==> config.mk <==
export PLATFORM = sky130hd
export DESIGN_NAME = serpent_round
export DESIGN_NICKNAME = d
export VERILOG_FILES = /design/src/rtl/core/serpent_pkg.sv /design/src/rtl/core/serpent_round.sv
export SDC_FILE = /design/constraint.sdc
export NUM_CORES = 1
export LEC_CHECK = 0
export BUFFER_PORTS_ARGS = -buffer_cell sky130_fd_sc_hd__buf_2
export CORE_ASPECT_RATIO = 0.9
export CORE_MARGIN = 1
export CORE_UTILIZATION = 51
export CTS_CLUSTER_DIAMETER = 80
export DETAILED_ROUTE_END_ITERATION = 6
export GPL_ROUTABILITY_DRIVEN = 0
export HOLD_SLACK_MARGIN = 0.12
export PLACE_DENSITY = 0.77
export REMOVE_ABC_BUFFERS = 1
export SYNTH_ARGS = -nofsm -noshare
export SYNTH_HDL_FRONTEND = slang
export SYNTH_SLANG_ARGS = --single-unit
==> constraint.sdc <==
create_clock -name clk -period 3.2 [get_ports clk]
set_input_delay 0.64 -clock clk [delete_from_list [all_inputs] [get_ports clk]]
set_output_delay 0.64 -clock clk [all_outputs]
set_load 0.01 [all_outputs]
==> src/rtl/core/serpent_pkg.sv <==
// ----------------------------------------------------------------------------
// serpent_pkg
// shared types, s-box tables and round functions for the serpent core
// ----------------------------------------------------------------------------
package serpent_pkg;

  localparam int KeyWords = 132;
  localparam int Rounds   = 32;

  localparam logic [1:0] OP_LOAD    = 2'd0;
  localparam logic [1:0] OP_ENCRYPT = 2'd1;
  localparam logic [1:0] OP_DECRYPT = 2'd2;

  typedef logic [127:0] blk_t;
  typedef logic [31:0]  word_t;

  // forward s-box lookup, box 0..7
  function automatic logic [3:0] sbox_fwd(input logic [2:0] box, input logic [3:0] x);
    logic [63:0] t;
    begin
      case (box)
        3'd0: t = 64'hC90724DEB56A1F83;
        3'd1: t = 64'h43D68EB1A50972CF;
        3'd2: t = 64'h25B04E1DFAC39768;
        3'd3: t = 64'hE57A421D369C8BF0;
        3'd4: t = 64'hD7E9A4526B0C38F1;
        3'd5: t = 64'h176D8E30C9A4B25F;
        3'd6: t = 64'h0A3DF19EB6485C27;
        default: t = 64'h6539AC47B28E0FD1;
      endcase
      sbox_fwd = t[x*4 +: 4];
    end
  endfunction

  // inverse s-box lookup by search over the forward table
  function automatic logic [3:0] sbox_inv(input logic [2:0] box, input logic [3:0] y);
    logic [3:0] r;
    begin
      r = 4'd0;
      for (int i = 0; i < 16; i++) begin
        if (sbox_fwd(box, 4'(i)) == y) r = 4'(i);
      end
      sbox_inv = r;
    end
  endfunction

  // bitslice s-box layer over a 128-bit state
  function automatic blk_t sbox_layer(input logic [2:0] box, input logic inv, input blk_t s);
    blk_t o;
    logic [3:0] n, v;
    begin
      o = '0;
      for (int b = 0; b < 32; b++) begin
        n = {s[96+b], s[64+b], s[32+b], s[b]};
        v = inv ? sbox_inv(box, n) : sbox_fwd(box, n);
        o[b] = v[0]; o[32+b] = v[1]; o[64+b] = v[2]; o[96+b] = v[3];
      end
      sbox_layer = o;
    end
  endfunction

  function automatic word_t rol(input word_t x, input int n);
    rol = (x << n) | (x >> (32 - n));
  endfunction

  function automatic blk_t lin_fwd(input blk_t s);
    word_t w0, w1, w2, w3;
    begin
      {w3, w2, w1, w0} = s;
      w0 = rol(w0, 13); w2 = rol(w2, 3);
      w1 = w1 ^ w0 ^ w2; w3 = w3 ^ w2 ^ (w0 << 3);
      w1 = rol(w1, 1); w3 = rol(w3, 7);
      w0 = w0 ^ w1 ^ w3; w2 = w2 ^ w3 ^ (w1 << 7);
      w0 = rol(w0, 5); w2 = rol(w2, 22);
      lin_fwd = {w3, w2, w1, w0};
    end
  endfunction

  function automatic blk_t lin_inv(input blk_t s);
    word_t w0, w1, w2, w3;
    begin
      {w3, w2, w1, w0} = s;
      w2 = rol(w2, 10); w0 = rol(w0, 27);
      w2 = w2 ^ w3 ^ (w1 << 7); w0 = w0 ^ w1 ^ w3;
      w3 = rol(w3, 25); w1 = rol(w1, 31);
      w3 = w3 ^ w2 ^ (w0 << 3); w1 = w1 ^ w0 ^ w2;
      w2 = rol(w2, 29); w0 = rol(w0, 19);
      lin_inv = {w3, w2, w1, w0};
    end
  endfunction

  typedef struct packed {
    logic valid;
    logic dec;
  } ctl_t;

endpackage

==> src/rtl/core/serpent_round.sv <==
// ----------------------------------------------------------------------------
// serpent_round
// one registered pipeline stage: a single encrypt or decrypt round
// ----------------------------------------------------------------------------
module serpent_round #(
  parameter int Idx = 0
) (
  input  logic                clk,
  input  logic                rst_n,
  input  logic                adv,
  input  serpent_pkg::ctl_t   ctl_in,
  input  serpent_pkg::blk_t   blk_in,
  input  serpent_pkg::blk_t   key_a,
  input  serpent_pkg::blk_t   key_b,
  output serpent_pkg::ctl_t   ctl_out,
  output serpent_pkg::blk_t   blk_out
);
  localparam logic [2:0] EncBox = 3'(Idx % 8);
  localparam logic [2:0] DecBox = 3'((31 - Idx) % 8);
  localparam bit         Last   = (Idx == 31);
  localparam bit         First  = (Idx == 0);

  serpent_pkg::ctl_t ctl_r;
  serpent_pkg::blk_t blk_r, blk_nxt, e, d;

  // encrypt: key r, sbox, transform (key 32 at the end)
  // decrypt: (key 32 first), inverse transform unless first, inv sbox, key
  always_comb begin
    e = serpent_pkg::sbox_layer(EncBox, 1'b0, blk_in ^ key_a);
    e = Last ? (e ^ key_b) : serpent_pkg::lin_fwd(e);
    d = First ? (blk_in ^ key_b) : serpent_pkg::lin_inv(blk_in);
    d = serpent_pkg::sbox_layer(DecBox, 1'b1, d) ^ key_a;
    blk_nxt = ctl_in.dec ? d : e;
  end

  // stage register
  always_ff @(posedge clk) begin
    if (!rst_n) begin
      ctl_r <= '0;
    end else if (adv) begin
      ctl_r <= ctl_in;
    end
    if (adv) blk_r <= blk_nxt;
  end

  assign ctl_out = ctl_r;
  assign blk_out = blk_r;
endmodule

After elaboration in Yosys (flattened, before gate mapping)
Cells that the tools add are included.

operators by class
  shift-type cells = 32
  equality and inequality tests = 448
  muxes and demuxes = 481
  reduce and logical (&&, ||, !) cells = 32
  bitwise operators = 17

operators with widths
  cell                       number
  $shiftx A64 B7 Y4 const A  32
  $mux W4                    448
  $eq A4 B4 Y1 const A       256
  $eq A3 B4 Y1 const A       128
  $xor A128 B128 Y128        3
  $eq A2 B4 Y1 const A       64
  $xor A32 B32 Y32           8
  $logic_not A4 Y1           32
  $mux W128                  1
  $mux W1                    32
  $or A32 B1 Y32             1
  $or A32 B13 Y32            1
  $or A32 B22 Y32            1
  $or A32 B3 Y32             1
  $or A32 B5 Y32             1
  $or A32 B7 Y32             1

word-level totals
  bits in registers = 130
  logic and storage cells = 1013
  input bits = 389

Logic depth before layout (Yosys ltp)
Gate-level depths: netlist (run 1).

  depth after elaboration = 19
  depth in mapped cells = 10
  gate-level depth less buffers = 10

Worst setup path before layout (run 1)
No wires, ideal clock.

  path type = in2reg
  start point = input port key_a[50]
  end point = register blk_r[1] (netlist: blk_out[1]) (data pin)
  buffers on the path = 0
  slack = 176 ps
  data arrival time = 2764 ps
  cell stages on the path = 9
  cell sequence = xnor2_1 > inv_1 > ha_1 > mux2_4 > mux2i_4 > xnor3_1 > xnor2_1 > xnor2_1 > mux2_2

between the ends
  word-level cells in the longest chain between the ends = 9

RTL lines
  what                            line                 source
  start, declared                 serpent_round.sv:13  input serpent_pkg::blk_t key_a,
  $xor A128 B128 Y128             serpent_round.sv:29  e = serpent_pkg::sbox_layer(EncBox, 1'b0, blk_in ^ key_a);
  $shiftx A64 B7 Y4               serpent_pkg.sv:31    sbox_fwd = t[x*4 +: 4];
  $or A32 B3 Y32                  serpent_pkg.sv:63    rol = (x << n) | (x >> (32 - n));
  $xor A32 B32 Y32 (2 in series)  serpent_pkg.sv:71    w1 = w1 ^ w0 ^ w2; w3 = w3 ^ w2 ^ (w0 << 3);
  $or A32 B7 Y32                  serpent_pkg.sv:63
  $xor A32 B32 Y32                serpent_pkg.sv:73    w0 = w0 ^ w1 ^ w3; w2 = w2 ^ w3 ^ (w1 << 7);
  $or A32 B5 Y32                  serpent_pkg.sv:63
  $mux W128                       serpent_round.sv:33  blk_nxt = ctl_in.dec ? d : e;
  net blk_nxt[1]                  serpent_round.sv:24  serpent_pkg::blk_t blk_r, blk_nxt, e, d;
  end signal, assigned            serpent_round.sv:43  if (adv) blk_r <= blk_nxt;
  end, declared                   serpent_round.sv:24

The timed path passes the listed nets, and every way through them passes these cells.
A chain may end at the register's enable or synchronous reset.

Final worst setup path (run 1)
  start point = input port key_a[43]
  end point = register blk_r[20] (netlist: blk_out[20]) (data pin)

between the ends
  word-level cells in the longest chain between the ends = 9

RTL lines
  what                            line
  $xor A128 B128 Y128             serpent_round.sv:29
  $shiftx A64 B7 Y4               serpent_pkg.sv:31
  $or A32 B3 Y32                  serpent_pkg.sv:63
  $xor A32 B32 Y32                serpent_pkg.sv:71
  $or A32 B1 Y32                  serpent_pkg.sv:63
  $xor A32 B32 Y32 (2 in series)  serpent_pkg.sv:73
  $or A32 B5 Y32                  serpent_pkg.sv:63
  $mux W128                       serpent_round.sv:33
  net blk_nxt[20]                 serpent_round.sv:24

The timed path passes the listed nets, and every way through them passes these cells.

==> run_results.csv, run 1 <==
group,metric,value,unit
yosys,ys_types,52,
timing,tns,0,ps
clocking,clockBufferDepth,2,
clocking,cts_setup_buffers,0,
clocking,h-tree-depth,4,
floorplanning,die_h,201,um
floorplanning,initial_utilization,51.9,%
placed_design,dp_hpwl,65100,um
drt,wl_per_cell,20.2,um
floorplanning,num_io_pins,519,
clocking,cts_sinks,130,
worst_hold_path,holdPathStages,2,
timing,tightest_slew,842,ps
worst_setup_path,path_cells,"buf_2 > xnor2_1 > buf_4 > inv_1 > ha_1 > mux2_1 > mux2i_2 > buf_4 > xor2_2 > xnor3_1 > xor2_1 > mux2i_1",
timing,hold_violations,0,
timing,skew,0,ps
global_routing,grt_pass1_wl,118000,um
worst_setup_path,end_kind,"flop",
worst_setup_path,rrSetupSlack,2610,ps
worst_setup_path,r2r_end,"ctl_out[0]",
timing,timing.fmax,329,MHz
worst_setup_path,ff2ff_path_depth,2,
worst_setup_path,slowest_delay,360,ps
timing,setup_viol,0,
clocking,cts_tree,"built",
timing,hold_slack,428,ps
floorplanning,rows,72,
layout,area_delta_synth_final,28.4,%
drt,drtAntennaViolNets,0,
global_routing,grt_pass1_vias,21900,
global_routing,grt.busiest_layer,"met2",
global_routing,grt_max_degree,97,
layout,instances_no_fill,3891,
worst_setup_path,crit_path_start,"key_a[43]",
yosys,synth_ff_type,"edfxtp_1",
pwr,ir_drop,0.474,mV
layout,fin_util,66.7,%
worst_setup_path,required,3390,ps
yosys,async_flop_share,0,%
timing,rsz0062_at_grt,"false",
yosys,synth_top_area_cell,"edfxtp_1",
clocking,cts.clk_slew.worst_paths,60,ps
yosys,yosysWarnings,0,
drt,vias,22000,
worst_setup_path,path_common_cell,"buf_4",
floorplanning,fp.dieW,223,um
yosys,synth_enable_flop_cells,128,
drt,wl,78500,um
worst_setup_path,crit_arrival,3230,ps
drt,drc,0,
floorplanning,die-area,44800,um^2
layout,nets,3839,
worst_setup_path,cp_max_fo,4,
timing,min_period,3040,ps
clocking,hold_buffers,0,
placed_design,portBuffers,518,
yosys,synthesis.area,22400,um^2
placed_design,placed_cells,3855,
worst_setup_path,critPathSlowestCell,"xnor3_1",
global_routing,gr-usage-met2,60.4,%
yosys,yosysSeqAreaShare,17.3,%
clocking,insertion_delay,460,ps
global_routing,antenna_found_initial,5,
global_routing,grt_util_all_layers,34.3,%
run,drv_cap,0,
layout,fill_cells,3478,
floorplanning,core,43200,um^2
drt,avgViaCountPerCell,5.65,
worst_hold_path,hold_class,"input port to flop",
global_routing,use_met3,5.28,%
layout,drive_above_1_share,30.7,%
drt,first_pass_iters,6,
worst_setup_path,reg2reg_from,"ctl_out[0]",
global_routing,use_met1,41.9,%
timing,post-route-period-util,95.0,%
worst_setup_path,endpoint,"blk_out[20]",
yosys,yosys-top-cells-area,"edfxtp_1, xnor2_1, xor2_1, mux2i_1, ha_1",
yosys,synthCells,2477,
yosys,yosysTopAreaCellShare,17.2,%
timing,relSlewSlack,43.5,%
global_routing,grt.overflow.total,0,
worst_setup_path,critPathKind,"input port to flop",
run_status,status,"finished clean",
placed_design,post_dp_cell_area,28200,um^2
worst_hold_path,min_from,"rst_n",
layout,final_area,28800,um^2
worst_setup_path,start_kind,"input port",
clocking,cts_buffers,17,
yosys,yosys_register_bits,130,
pwr,p_per_area,652,nW/um^2
pwr,p_leak,0.0131,uW
timing,maxSlewViolCount,0,
yosys,syn_area_per_cell,9.04,um^2
clocking,cts_root_buffer,"clkbuf_16",
drt,drt_iter0_markers,1822,
clocking,cts_resized,0,
cells by family (layout without fill, tap and decap cells):
logic type / after synthesis / count (layout) / synth area share (%)
xor gates and xnor gates: 773 / 773 / 36.9
adders and majority gates: 131 / 131 / 7.32
muxes: 222 / 222 / 11.2
and+or+nand+nor: 570 / 570 / 11.2
AOI/OAI and AO/OA: 516 / 516 / 13.8
DFF: 130 / 130 / 17.3
buffers and inverters: 135 / 990 / 2.26
other: 0 / 4 / 0
stage by stage:
| stage | setup slack (ps) | power, uW |
|---|---|---|
| after floorplan | 176 | 10600 |
| after global placement | -229 | 16200 |
| after detailed placement | -312 | 16500 |
| after CTS | 190 | 18700 |
| after global routing | 70.2 | 19700 |
| final | 161 | 18800 |
synth_stat cells (all sizes together), types with 24 or more instances:
cell    instances
nand3          24
inv           103
o21a           29
ha            131
and3           38
xor2          304
mux2i         205
nor3           84
clkbuf         30
edfxtp        128
o211ai         36
xnor2         418
a211oi         62
o21ai         189
nor2          186
a21oi         129
nand2         190
xnor3          43
worst min-delay path by stage:
stage | to | slack, ps
floorplan | ctl_out[0] | 540
detailed placement | ctl_out[0] | 510
global placement | ctl_out[1] | 500
CTS | ctl_out[0] | 410
global route | ctl_out[0] | 420
finish | ctl_out[0] | 430
power by group:
group | switching (uW) | internal [uW]
registers | 242 | 2810
logic | 7260 | 6370
clock network | 866 | 1220
metal layers:
| metal | wire [um] | part of all wire [%] | vias up |
|---|---|---|---|
| met3 | 5410 | 6.9 | 176 |
| li1 | - | - | 10300 |
| met1 | 31700 | 40 | 10500 |
| met2 | 38600 | 49 | 997 |
| met5 | 13 | 0.017 | - |
| met4 | 2860 | 3.6 | 4 |
flip-flops by register name (all words and copies together), names as in the netlist:
name     cells
blk_out    128
ctl_out      2
cell type report:
cell class	instances	area, um^2	area share, %
multi-input combinational	2212	18000	62.6
timing repair buffer	855	5190	18.0
sequential	130	3880	13.5
tap	555	694	2.41
clock buffer	18	429	1.49
inverter	103	387	1.34
clock inverter	14	165	0.574
antenna	4	10.0	0.0348
critical path: cells and delay by family:
family     cells  cell delay [ps]
mux            3              580
xor+xnor       4             1140
buf+inv        4              510
fa+ha+maj      1              340
cells in the final DEF (no fill, tap or decap), types with 6 or more instances in the layout:
cell,n
edfxtp_1,128
a31oi_1,17
or3_1,9
a311oi_1,9
o21a_1,29
xor2_4,6
a21oi_1,129
a211oi_1,62
xnor3_1,43
xor2_2,40
xnor2_1,379
nor3_1,84
buf_4,333
clkbuf_16,17
o211ai_1,36
nor2b_1,10
xor3_1,8
nand2b_1,13
mux2i_2,23
buf_2,516
o22ai_1,11
mux2i_1,168
a221oi_1,8
nor3b_1,11
nor2_1,186
inv_1,103
xnor2_4,6
xor2_1,258
xnor2_2,33
o21ai_0,149
o31ai_1,15
and3_1,38
o21ai_1,40
nand3_1,24
mux2_2,12
nand2_1,190
mux2i_4,14
ha_1,131
Power figures use the tool's default switching activity.
==> inputs of run 2 (changes only) <==
- CELL_PAD_IN_SITES_DETAIL_PLACEMENT: default -> 0
- CELL_PAD_IN_SITES_GLOBAL_PLACEMENT: default -> 1
- CORE_UTILIZATION: 51 -> 38
==> run 2 against run 1 <==
Against the previous run: power up 3.8%; die area increased by 34%; clock skew did not move; utilization down 16 points; non-clock buffer count increased by 23; setup slack worse by 26 ps; highest routed layer unchanged.
==> run_results.csv, run 2 (synthesis gave the netlist of run 1 again) <==
group,metric,value,unit
run_status,status,"finished clean",
floorplanning,die-area,59900,um^2
clocking,hold_buffers,0,
layout,drive_above_1_share,31.2,%
worst_hold_path,min_to,"ctl_out[0]",
clocking,insertion_delay,490,ps
worst_setup_path,ff2ff_path_depth,2,
worst_setup_path,crit_path_start,"key_a[44]",
drt,drc,0,
worst_setup_path,crit_arrival,3320,ps
drt,avgViaCountPerCell,5.16,
floorplanning,core,58300,um^2
worst_setup_path,end_kind,"flop",
worst_setup_path,slowest_delay,470,ps
placed_design,placed_cells,4097,
worst_setup_path,path_cells,"buf_2 > xnor2_1 > buf_4 > inv_1 > ha_1 > mux2_2 > mux2i_4 > buf_4 > xnor2_1 > xnor2_1 > buf_4 > xor2_1 > o21ai_1",
timing,relSlewSlack,46.8,%
layout,final_cell_mix,"buf_2, xnor2_1, buf_4, xor2_1, nand2_1",
layout,instances_no_fill,4133,
layout,final_common_cell,"buf_2",
drt,wl_per_cell,19.9,um
worst_setup_path,rrSetupSlack,2590,ps
floorplanning,rows,84,
pwr,ir_drop,0.515,mV
clocking,cts_buffers,17,
worst_setup_path,critPathSlowestCell,"xnor2_1",
timing,tightest_slew,793,ps
placed_design,dp_hpwl,69800,um
timing,rsz0062_at_grt,"false",
worst_hold_path,hold_class,"input port to flop",
worst_hold_path,holdPathStages,2,
clocking,cts.clk_slew.worst_paths,60,ps
drt,drt_iter0_markers,1345,
layout,area_delta_synth_final,31.1,%
worst_setup_path,critPathKind,"input port to flop",
timing,maxSlewViolCount,0,
pwr,p_per_area,663,nW/um^2
drt,vias,21300,
worst_setup_path,cp_max_fo,3,
clocking,cts_sinks,130,
global_routing,grt_pass1_vias,20800,
worst_hold_path,min_from,"rst_n",
pwr,p_leak,0.0133,uW
layout,multi_input_area,18000,um^2
clocking,clockBufferDepth,2,
global_routing,grt_pass1_wl,120000,um
drt,drtAntennaViolNets,0,
floorplanning,fp.dieW,258,um
layout,fill_cells,5509,
run,drv_cap,0,
clocking,cts_root_buffer,"clkbuf_16",
clocking,cts_setup_buffers,0,
placed_design,portBuffers,518,
timing,min_period,3060,ps
floorplanning,num_io_pins,519,
drt,wl,82200,um
timing,post-route-period-util,95.8,%
placed_design,post-place-ws,-382,ps
drt,first_pass_iters,6,
timing,hold_violations,0,
global_routing,grt_max_degree,82,
floorplanning,initial_utilization,38.4,%
worst_setup_path,reg2reg_from,"ctl_out[1]",
worst_setup_path,start_kind,"input port",
global_routing,grt.overflow.total,0,
clocking,h-tree-depth,4,
global_routing,grt_util_all_layers,26.9,%
timing,timing.fmax,326,MHz
global_routing,antenna_found_initial,8,
layout,largest_reg_flops,128,
timing,fin_ws,135,ps
worst_setup_path,r2r_end,"ctl_out[1]",
clocking,cts_tree,"built",
pwr,power.total,19500,uW
clocking,cts_resized,0,
layout,nets,3862,
layout,register_area,3880,um^2
floorplanning,die_h,232,um
timing,setup_viol,0,
timing,skew,0,ps
worst_setup_path,required,3450,ps
-- run 2: metrics by stage --
stage | setup TNS [ps] | utilization, % | area [um^2] | hold slack (ps)
after floorplan | 0 | - | 22300 | 538
after global placement | -4700 | 49.2 | 28700 | 490
after detailed placement | -6800 | 49.2 | 28700 | 496
after CTS | 0 | 50.3 | 29400 | 330
after global routing | 0 | 50.3 | 29400 | 385
final | 0 | 50.4 | 29400 | 372
-- run 2: layout make-up --
type | instances | share of cell area [%]
repair buffers | 878 | 18.5
inverters | 103 | 1.32
well taps | 774 | 3.30
diodes | 5 | 0.0426
flip-flops and latches | 130 | 13.2
clock buffers | 17 | 1.45
multi-input cells | 2212 | 61.3
clock inverters | 14 | 0.805
-- run 2: worst max-delay path by stage --
stage | to | slack, ps | cells past startpoint
floorplan | blk_out[1] | 180 | 9
global placement | blk_out[18] | -400 | 14
detailed placement | blk_out[18] | -380 | 14
CTS | blk_out[18] | 180 | 14
global route | blk_out[18] | 10 | 11
finish | blk_out[76] | 140 | 13
-- run 2: routing by layer --
layer	up-vias	wire length [um]	part of all wire, %	track usage [%]
met2	639	40700	49	47.6
met1	10200	35500	43	33.4
met5	-	53	0.064	0
met4	8	1560	1.9	7.27
met3	76	4400	5.4	4.48
li1	10400	-	-	-
-- run 2: power by group --
| group | total, uW | internal [uW] | switching (uW) |
|---|---|---|---|
| Sequential | 3110 | 2810 | 297 |
| Clock | 2370 | 1450 | 917 |
| Combinational | 14000 | 6650 | 7360 |
-- run 2: critical path, delay by kind of cell --
kind | cells | cell delay, ps
xor+xnor | 4 | 1020
buf+inv | 5 | 710
mux | 2 | 540
fa+ha+maj | 1 | 320
compound gates | 1 | 80
